`config.mk`:
```
export PLATFORM = sky130hd
export DESIGN_NAME = hex_record_flash_writer
export DESIGN_NICKNAME = d
export VERILOG_FILES = /design/src/rtl/hrfw_pkg.sv /design/src/rtl/hrfw_front.sv /design/src/rtl/hrfw_queue.sv /design/src/rtl/hrfw_back.sv /design/src/rtl/hex_record_flash_writer.sv
export SDC_FILE = /design/constraint.sdc
export NUM_CORES = 1
export LEC_CHECK = 0
export ABC_AREA = 1
export BUFFER_PORTS_ARGS = -buffer_cell sky130_fd_sc_hd__buf_2
export CAP_MARGIN = 20
export CORE_ASPECT_RATIO = 1.5
export CORE_MARGIN = 1
export CORE_UTILIZATION = 40
export CTS_BUF_LIST = sky130_fd_sc_hd__clkbuf_8
export DETAILED_ROUTE_END_ITERATION = 8
export HOLD_SLACK_MARGIN = 0.08
export SLEW_MARGIN = 20
export SYNTH_ARGS = -nofsm -noshare
export SYNTH_HDL_FRONTEND = slang
export SYNTH_HIERARCHICAL = 1
export SYNTH_SLANG_ARGS = --single-unit
```
`constraint.sdc`:
```
create_clock -name clk -period 5.9 [get_ports clk]
set_input_delay 0.295 -clock clk [delete_from_list [all_inputs] [get_ports clk]]
set_output_delay 0.295 -clock clk [all_outputs]
set_load 0.01 [all_outputs]
```
`src/rtl/hrfw_pkg.sv`:
```
// Shared types, character codes and helpers for the hex record flash writer.
package hrfw_pkg;

  localparam int POS_W       = 10;
  localparam int IDX_W       = 7;
  localparam int QUEUE_DEPTH = 2;

  localparam logic [POS_W-1:0] POS_MAX = '1;

  localparam logic [7:0] CHAR_COLON  = 8'h3A;
  localparam logic [7:0] CHAR_ZERO   = 8'h30;
  localparam logic [7:0] CHAR_NINE   = 8'h39;
  localparam logic [7:0] CHAR_UP_A   = 8'h41;
  localparam logic [7:0] CHAR_UP_F   = 8'h46;
  localparam logic [7:0] HEX_A_BIAS  = 8'd55;

  // record type codes, taken as the raw character at position 8
  localparam logic [7:0] REC_TYPE_DATA = 8'h30;
  localparam logic [7:0] REC_TYPE_ELA  = 8'h34;

  // halfword write command handed from the parser to the write stage
  typedef struct packed {
    logic [31:0]      base;
    logic [15:0]      offset;
    logic [IDX_W-1:0] index;
    logic [15:0]      data;
    logic             last;
  } hrfw_cmd_t;

  typedef struct packed {
    logic full;
    logic empty;
  } hrfw_qstat_t;

  function automatic logic [3:0] hex_nibble(input logic [7:0] c);
    logic [7:0] v;
    v = 8'd0;
    if (c >= CHAR_ZERO && c <= CHAR_NINE) begin
      v = c - CHAR_ZERO;
    end else if (c >= CHAR_UP_A && c <= CHAR_UP_F) begin
      v = c - HEX_A_BIAS;
    end
    return v[3:0];
  endfunction

endpackage

```
`src/rtl/hrfw_front.sv`:
```
// Record parser: tracks character position, decodes header fields, builds write commands.
module hrfw_front import hrfw_pkg::*; (
  input  logic       clk,
  input  logic       rst_n,
  input  logic       fire,
  input  logic [7:0] character,
  output logic       cmd_valid,
  output hrfw_cmd_t  cmd
);

  logic [31:0]      base_r, base_nxt;
  logic [POS_W-1:0] pos_r, pos_nxt;
  logic [7:0]       len_r, len_nxt;
  logic [15:0]      off_r, off_nxt;
  logic [7:0]       type_r, type_nxt;
  logic [15:0]      acc_r, acc_nxt;
  logic [IDX_W-1:0] idx_r, idx_nxt;
  logic             in_rec_r, in_rec_nxt;

  logic [3:0]       nib;
  logic [IDX_W-1:0] count;

  assign nib   = hex_nibble(character);
  assign count = len_r[7:1];

  always_comb begin
    base_nxt   = base_r;
    pos_nxt    = pos_r;
    len_nxt    = len_r;
    off_nxt    = off_r;
    type_nxt   = type_r;
    acc_nxt    = acc_r;
    idx_nxt    = idx_r;
    in_rec_nxt = in_rec_r;
    cmd_valid  = 1'b0;
    cmd.base   = base_r;
    cmd.offset = off_r;
    cmd.index  = idx_r;
    cmd.data   = 16'd0;
    cmd.last   = 1'b0;
    if (fire) begin
      if (character == CHAR_COLON) begin
        in_rec_nxt = 1'b1;
        pos_nxt    = '0;
        len_nxt    = '0;
        off_nxt    = '0;
        type_nxt   = '0;
        acc_nxt    = '0;
        idx_nxt    = '0;
      end else if (in_rec_r) begin
        if (pos_r != POS_MAX) pos_nxt = pos_r + POS_W'(1);
        if (pos_nxt == POS_W'(1) || pos_nxt == POS_W'(2)) begin
          len_nxt = {len_r[3:0], nib};
        end else if (pos_nxt >= POS_W'(3) && pos_nxt <= POS_W'(6)) begin
          off_nxt = {off_r[11:0], nib};
        end else if (pos_nxt == POS_W'(8)) begin
          type_nxt = character;
        end else if (pos_nxt >= POS_W'(9)) begin
          acc_nxt = {acc_r[11:0], nib};
          if (type_r == REC_TYPE_ELA) begin
            if (pos_nxt == POS_W'(12)) base_nxt = {acc_nxt, 16'd0};
          end else if (type_r == REC_TYPE_DATA && pos_nxt >= POS_W'(12) &&
                       pos_nxt[1:0] == 2'b00 && idx_r < count) begin
            // every fourth data character closes a halfword
            cmd_valid = 1'b1;
            cmd.data  = {acc_nxt[7:0], acc_nxt[15:8]};
            cmd.last  = (idx_r + IDX_W'(1)) == count;
            idx_nxt   = idx_r + IDX_W'(1);
          end
        end
      end
    end
  end

  always_ff @(posedge clk) begin
    if (!rst_n) begin
      base_r   <= '0;
      pos_r    <= '0;
      len_r    <= '0;
      off_r    <= '0;
      type_r   <= '0;
      acc_r    <= '0;
      idx_r    <= '0;
      in_rec_r <= 1'b0;
    end else begin
      base_r   <= base_nxt;
      pos_r    <= pos_nxt;
      len_r    <= len_nxt;
      off_r    <= off_nxt;
      type_r   <= type_nxt;
      acc_r    <= acc_nxt;
      idx_r    <= idx_nxt;
      in_rec_r <= in_rec_nxt;
    end
  end

endmodule

```
`src/rtl/hrfw_queue.sv`:
```
// Small command FIFO between the parser and the write stage.
module hrfw_queue import hrfw_pkg::*; #(
  parameter int DEPTH = QUEUE_DEPTH
) (
  input  logic        clk,
  input  logic        rst_n,
  input  logic        wr_en,
  input  hrfw_cmd_t   wr_data,
  input  logic        rd_en,
  output hrfw_cmd_t   rd_data,
  output hrfw_qstat_t status
);

  localparam int PTR_W = (DEPTH > 1) ? $clog2(DEPTH) : 1;
  localparam int CNT_W = $clog2(DEPTH + 1);

  hrfw_cmd_t        mem_r [DEPTH];
  logic [PTR_W-1:0] wr_ptr_r, wr_ptr_nxt;
  logic [PTR_W-1:0] rd_ptr_r, rd_ptr_nxt;
  logic [CNT_W-1:0] count_r, count_nxt;

  assign status.full  = count_r == CNT_W'(DEPTH);
  assign status.empty = count_r == '0;
  assign rd_data      = mem_r[rd_ptr_r];

  always_comb begin
    wr_ptr_nxt = wr_ptr_r;
    rd_ptr_nxt = rd_ptr_r;
    count_nxt  = count_r;
    if (wr_en) begin
      wr_ptr_nxt = (wr_ptr_r == PTR_W'(DEPTH - 1)) ? '0 : wr_ptr_r + PTR_W'(1);
    end
    if (rd_en) begin
      rd_ptr_nxt = (rd_ptr_r == PTR_W'(DEPTH - 1)) ? '0 : rd_ptr_r + PTR_W'(1);
    end
    if (wr_en && !rd_en) begin
      count_nxt = count_r + CNT_W'(1);
    end else if (rd_en && !wr_en) begin
      count_nxt = count_r - CNT_W'(1);
    end
  end

  always_ff @(posedge clk) begin
    if (wr_en) mem_r[wr_ptr_r] <= wr_data;
  end

  always_ff @(posedge clk) begin
    if (!rst_n) begin
      wr_ptr_r <= '0;
      rd_ptr_r <= '0;
      count_r  <= '0;
    end else begin
      wr_ptr_r <= wr_ptr_nxt;
      rd_ptr_r <= rd_ptr_nxt;
      count_r  <= count_nxt;
    end
  end

endmodule

```
`src/rtl/hrfw_back.sv`:
```
// Write stage: forms the flash address and holds the result item in the output register.
module hrfw_back import hrfw_pkg::*; (
  input  logic        clk,
  input  logic        rst_n,
  input  logic        cmd_valid,
  input  hrfw_cmd_t   cmd,
  output logic        cmd_pop,
  output logic        out_valid,
  input  logic        out_ready,
  output logic [31:0] out_write_address,
  output logic [15:0] out_write_data,
  output logic        out_last_in_record
);

  logic        valid_r, valid_nxt;
  logic [31:0] addr_r;
  logic [15:0] data_r;
  logic        last_r;
  logic [31:0] addr_nxt;

  assign cmd_pop   = cmd_valid && (!valid_r || out_ready);
  assign valid_nxt = cmd_pop || (valid_r && !out_ready);
  // wraps modulo 2^32
  assign addr_nxt  = cmd.base + {16'd0, cmd.offset} + {{(31 - IDX_W){1'b0}}, cmd.index, 1'b0};

  assign out_valid          = valid_r;
  assign out_write_address  = addr_r;
  assign out_write_data     = data_r;
  assign out_last_in_record = last_r;

  always_ff @(posedge clk) begin
    if (!rst_n) begin
      valid_r <= 1'b0;
    end else begin
      valid_r <= valid_nxt;
    end
  end

  always_ff @(posedge clk) begin
    if (cmd_pop) begin
      addr_r <= addr_nxt;
      data_r <= cmd.data;
      last_r <= cmd.last;
    end
  end

endmodule

```
`src/rtl/hex_record_flash_writer.sv`:
```
// Intel HEX record stream to halfword flash writes.
// A write item passes through the command queue and then the output register.
// Throughput: one character per cycle; the parser stalls only when the command queue is full.
// Queue depth QUEUE_DEPTH_P absorbs output stalls without a bubble.
// Reset (rst_n low, synchronous) clears the base address, record state, queue and output valid.
module hex_record_flash_writer import hrfw_pkg::*; #(
  parameter int QUEUE_DEPTH_P = QUEUE_DEPTH
) (
  input  logic        clk,
  input  logic        rst_n,
  input  logic        in_valid,
  output logic        in_ready,
  input  logic [7:0]  in_character,
  output logic        out_valid,
  input  logic        out_ready,
  output logic [31:0] out_write_address,
  output logic [15:0] out_write_data,
  output logic        out_last_in_record
);

  logic        fire;
  logic        cmd_valid;
  hrfw_cmd_t   cmd;
  hrfw_cmd_t   q_data;
  hrfw_qstat_t q_stat;
  logic        q_pop;

  assign in_ready = !q_stat.full;
  assign fire     = in_valid && in_ready;

  hrfw_front u_front (
    .clk       (clk),
    .rst_n     (rst_n),
    .fire      (fire),
    .character (in_character),
    .cmd_valid (cmd_valid),
    .cmd       (cmd)
  );

  hrfw_queue #(
    .DEPTH (QUEUE_DEPTH_P)
  ) u_queue (
    .clk     (clk),
    .rst_n   (rst_n),
    .wr_en   (cmd_valid),
    .wr_data (cmd),
    .rd_en   (q_pop),
    .rd_data (q_data),
    .status  (q_stat)
  );

  hrfw_back u_back (
    .clk                (clk),
    .rst_n              (rst_n),
    .cmd_valid          (!q_stat.empty),
    .cmd                (q_data),
    .cmd_pop            (q_pop),
    .out_valid          (out_valid),
    .out_ready          (out_ready),
    .out_write_address  (out_write_address),
    .out_write_data     (out_write_data),
    .out_last_in_record (out_last_in_record)
  );

  a_no_push_when_full: assert property (@(posedge clk) disable iff (!rst_n)
    cmd_valid |-> !q_stat.full)
    else $error("command pushed into a full queue");

  a_full_empty_excl: assert property (@(posedge clk) disable iff (!rst_n)
    !(q_stat.full && q_stat.empty))
    else $error("queue flags full and empty together");

  a_out_from_queue: assert property (@(posedge clk) disable iff (!rst_n)
    $rose(out_valid) |-> $past(!q_stat.empty))
    else $error("result item appeared without a queued command");

  a_push_reaches_queue: assert property (@(posedge clk) disable iff (!rst_n)
    (cmd_valid && !q_pop) |=> !q_stat.empty)
    else $error("pushed command lost");

endmodule

```
==> results.md <==
- Once detail routing completed, the nets flagged for antenna violations numbered 0.
- In this run the static leakage power is just over 0.006 µW.
- The slowest cell on the critical path is sky130_fd_sc_hd__inv_2.
- The headroom to the max-slew limit is 33.5%.
- The die is 153 µm wide.
- In the global route stage, overall resource usage came out at 16.1%.
- The worst-skew pair later-pin latency is 570 ps.
- The number of global-route vias before repair was 9,125.
- The final estimated routing congestion in global placement is 0.897.
- The share of Yosys cell area claimed by the top area cell type is 42.5%.
- The clock network accounts for a little over a third of the total power.
- The final core utilization is 45.6%.
- The critical path is of the flip-flop to flip-flop type.
- The peak ir drop on the vdd network is 0.000183 V.
- Row generation in the floorplan step produced approximately 80 rows.
- The shortest clock period the worst path allows after layout is around 4100 ps.
- The TritonCTS clock tree is done.
- Each instance of the synthesized netlist takes up on average 10.0 µm².
- Counting flops with an async set or reset pin after synthesis yields a share of 0%.
- The total negative slack for setup checks is 0 ps.
- The worst reg2reg path depth is 14.
- The portion of total power attributed to sequential cells is 46.7%.
- The hold violation count in the final report is 0.
- The die span in y is 228 µm.
- Setup repair after global routing left no endpoint under its margin.
- The relative area change from synthesis to final layout is 11.8%.
- The switching portion of total power is 28.0%.
- The startpoint type of the worst setup path is a flip-flop.
- The post-synthesis instance total is about 1,400.
- For hold timing, the worst endpoint is u_front/type_r[5].
- The clock-pin slew on the worst setup and hold paths is 70 ps.
- The total area inside the core boundary comes to about 33,000 µm².
- The path class of the tightest hold or removal check is primary input to flip-flop.
- The number of design-rule violations left by the first detailed-router iteration is 388.
- The startpoint of the worst hold path is in_character[5].
- Fill cells in the final layout number 3,166.
- The longest clock path from root to sink contains 3 buffers.
- The ratio of final minimum period to clock period is 69.3%.
- The count of buffers added on input and output ports is between 60 and 70.
- The final layout contains routed wiring with a total length of 27.5 mm.
- sky130_fd_sc_hd__nand2_1 is the most common cell in the netlist.
- In this run the clock root is driven by a sky130_fd_sc_hd__clkbuf_8.
- The total congestion overflow after global routing is 0.
- The tightest hold path in the finished design has a slack of 148 ps.
- The maximum clock frequency is 0.244 GHz.
- The die area is roughly 35,000 µm².
- Together, buffers and inverters on the worst path number 3.
- The worst hold path passes through 5 cells.
- The first detailed-routing pass took 6 iterations.
- At the end of the flow, the number of nets in the layout was approximately 1,500.
- Clock skew on the completed layout was measured at 19.1 ps.
- In this run the register-to-register setup slack is 1810 ps.
- The max-cap violation count is 0.
- The analysis attributes to net switching a power of about 1400 µW.
- Data on the critical path arrives at its endpoint at 4340 ps.
- Once the floorplan was initialized, standard cells occupied around two fifths of the core.
- Ranked by instance count, the synthesized netlist is headed by sky130_fd_sc_hd__nand2_1 (326), sky130_fd_sc_hd__edfxtp_1 (193), sky130_fd_sc_hd__nor2_1 (170).
- After synthesis, the netlist uses 46 different library cells.
- 63 I/O pins were placed.
- By area the synthesized netlist is led by sky130_fd_sc_hd__edfxtp_1 (43%), sky130_fd_sc_hd__dfxtp_1 (12%), sky130_fd_sc_hd__nand2_1 (9.0%).
- Dividing the detail-routed wire length by the instance count gives roughly 14 µm.
- The kind of capture point of the worst setup path is a flip-flop.
- Per report_power, the combinational group accounts for approximately 18% of the total.
- For this run, the register share of the synthesized area comes to 54.8%.
- The delay of the slowest cell on the worst path is 730 ps.
- The worst flop-to-flop path startpoint is u_front/pos_r[0].
- The max-slew violation total from the final report is 0.
- In this run the worst path has a maximum fanout of 44.
- By instance count, the cell type seen most on the critical path is sky130_fd_sc_hd__nand3_1.
- The via count is 9,153.
- Once the clock tree was built, the setup fixing pass inserted 0 buffers.
- The number of sinks handled by clock tree synthesis is 277.
- The H-tree depth is 2.
- At the worst endpoint, the required time is 6150 ps.
- Setup violations remaining at the end of the flow were counted as 0.
- The worst register-to-register path ends at u_queue/mem_r[1][8].
- Among all flip-flop cells after synthesis, the most frequent one is sky130_fd_sc_hd__edfxtp_1.
- Power spread over the standard cell area amounts to 333 nW/µm².
- The register bit total from synthesis is 277.
- Once the clock tree was built, the resizer swapped 0 gates to a different size.
- The initial antenna violation count came to 0.
- The category of cells accounting for the largest share of critical-path delay is buffers and inverters.
- In this run, synthesis inferred 193 flip-flops with an integrated enable.
- Of all cell types, the one taking the most synthesized area is sky130_fd_sc_hd__edfxtp_1.
- Buffers inserted during clock tree synthesis total 43.
- Walking the worst path, the cells encountered are ha_1 > nand2_2 > nor2_4 > nand3_4 > o21ai_1 > nand3_1 > nand3_1 > nor2_2 > nor2_1 > nand3_2 > inv_1 > nand2_1 > inv_2 > buf_4.
- In the final layout, the share of cells above drive strength 1 is between 10% and 20%.
- At the pin with the least slew margin, the transition time is 996 ps.
- The first-pass GRT wire length is around 45 mm.
- The flow ran to the end, and the final reports show no timing, DRC or antenna violations.
- The ratio of routed vias to standard cells is 4.82.
- The wire-length estimate of the detail-placed layout is 19.5 mm.
- The cell area after synthesis is 13,600 µm².
- The largest net degree at the start of global routing is 53.
- The count of unresolved DRC violations after routing is 0.
- The final antenna diode count is 0.
- Cell internal power was estimated by the tool at 3650 µW.
- The hold buffer count at CTS is 4.
- The Yosys warning count is 6.
==> cells in the final DEF, fill, tap and decap left out, types with 4 or more instances in the layout <==
cell type	netlist	final
sky130_fd_sc_hd__nand2_1	326	326
sky130_fd_sc_hd__buf_2	4	62
sky130_fd_sc_hd__xor2_1	18	18
sky130_fd_sc_hd__nand4_1	22	22
sky130_fd_sc_hd__dfxtp_1	84	83
sky130_fd_sc_hd__inv_2	4	5
sky130_fd_sc_hd__ha_1	41	41
sky130_fd_sc_hd__a21oi_1	62	61
sky130_fd_sc_hd__clkbuf_8	0	49
sky130_fd_sc_hd__fa_1	8	8
sky130_fd_sc_hd__clkinv_2	0	4
sky130_fd_sc_hd__mux2_4	70	70
sky130_fd_sc_hd__inv_1	156	170
sky130_fd_sc_hd__bufinv_16	0	6
sky130_fd_sc_hd__nor2_2	6	6
sky130_fd_sc_hd__dlygate4sd3_1	0	4
sky130_fd_sc_hd__buf_4	18	7
sky130_fd_sc_hd__conb_1	1	16
sky130_fd_sc_hd__o21bai_1	15	15
sky130_fd_sc_hd__nor3_1	13	13
sky130_fd_sc_hd__xnor2_1	4	4
sky130_fd_sc_hd__nand3_1	54	54
sky130_fd_sc_hd__edfxtp_1	193	193
sky130_fd_sc_hd__nor2_1	170	169
sky130_fd_sc_hd__o21ai_0	24	24
==> power groups by stage <==
stage          clock network [µW]  logic [µW]  registers (µW)
2_1_floorplan                   0         717            2420
4_1_cts                      1850         934            2370
3_3_place_gp                    0         915            2410
5_1_grt                      1920        1010            2390
3_5_place_dp                    0         931            2420
6_report                     1790         914            2370
==> cell families (layout without fill, tap and decap cells) <==
family	count (synthesis)	in the layout	synth area share [%]
AO/OA/AOI/OAI	111	111	4.55
adder cells (fa/ha/maj)	49	49	4.94
buffers and inverters	207	315	7.29
AND/OR/NAND/NOR	618	618	19.1
other	1	16	0.0275
XOR/XNOR	22	22	1.41
flip-flops	277	277	54.8
multiplexers	72	72	7.87
==> metrics by stage <==
step | power [µW] | area (µm²) | setup slack, ps | cells
2_1_floorplan | 3140 | 13700 | 208 | 1372
3_3_place_gp | 3330 | 14200 | 1890 | 1816
3_5_place_dp | 3350 | 14200 | 1770 | 1816
4_1_cts | 5150 | 15200 | 1740 | 1900
5_1_grt | 5310 | 15200 | 1400 | 1900
6_report | 5070 | 15200 | 1810 | 1900
==> tightest hold or removal path: stages <==
cell	delay, ps
sky130_fd_sc_hd__buf_2	120
sky130_fd_sc_hd__nand2_1	60
sky130_fd_sc_hd__nand4_1	90
sky130_fd_sc_hd__nand2_1	70
sky130_fd_sc_hd__nor2_1	40
==> worst max-delay path by stage <==
stage                                start                    to  slack, ps  cells past startpoint
after detailed placement  u_front/pos_r[0]  u_queue/mem_r[1][40]       1770                     14
final                     u_front/pos_r[0]   u_queue/mem_r[1][8]       1810                     14
after CTS                 u_front/pos_r[0]  u_queue/mem_r[1][25]       1740                     14
after global routing      u_front/pos_r[0]   u_queue/mem_r[1][8]       1400                     16
after global placement    u_front/pos_r[0]  u_queue/mem_r[1][40]       1890                     16
after floorplan           u_front/pos_r[0]   u_queue/mem_r[0][0]        210                     17
==> layer usage <==
metal,track usage [%],part of all wire (%),vias to the layer above
met5,0,0,-
met4,7.80,3.9,0
met3,2.70,3.8,69
met2,30.7,53,183
met1,16.8,40,4269
li1,-,-,4632
==> flip-flops by register name, summed over array words and instances (netlist names), named ones only <==
name                       flops
u_back/out_last_in_record      1
u_back/out_valid               1
u_back/out_write_address      32
u_back/out_write_data         16
u_front/acc_r                 12
u_front/base_r                16
u_front/idx_r                  7
u_front/in_rec_r               1
u_front/len_r                  8
u_front/off_r                 16
u_front/pos_r                 10
u_front/type_r                 8
u_queue/count_r                2
u_queue/mem_r                144
u_queue/rd_ptr_r               1
u_queue/wr_ptr_r               1
==> area by class of cell <==
class | count | area [µm²] | area share, %
clock buffers | 49 | 674 | 4.42
clock inverters | 31 | 297 | 1.95
inverters | 161 | 604 | 3.96
multi-input cells | 888 | 5240 | 34.4
flip-flops and latches | 277 | 7480 | 49.1
well taps | 420 | 526 | 3.45
repair buffers | 74 | 423 | 2.77
Note: power is estimated with default switching activity, not from simulation.
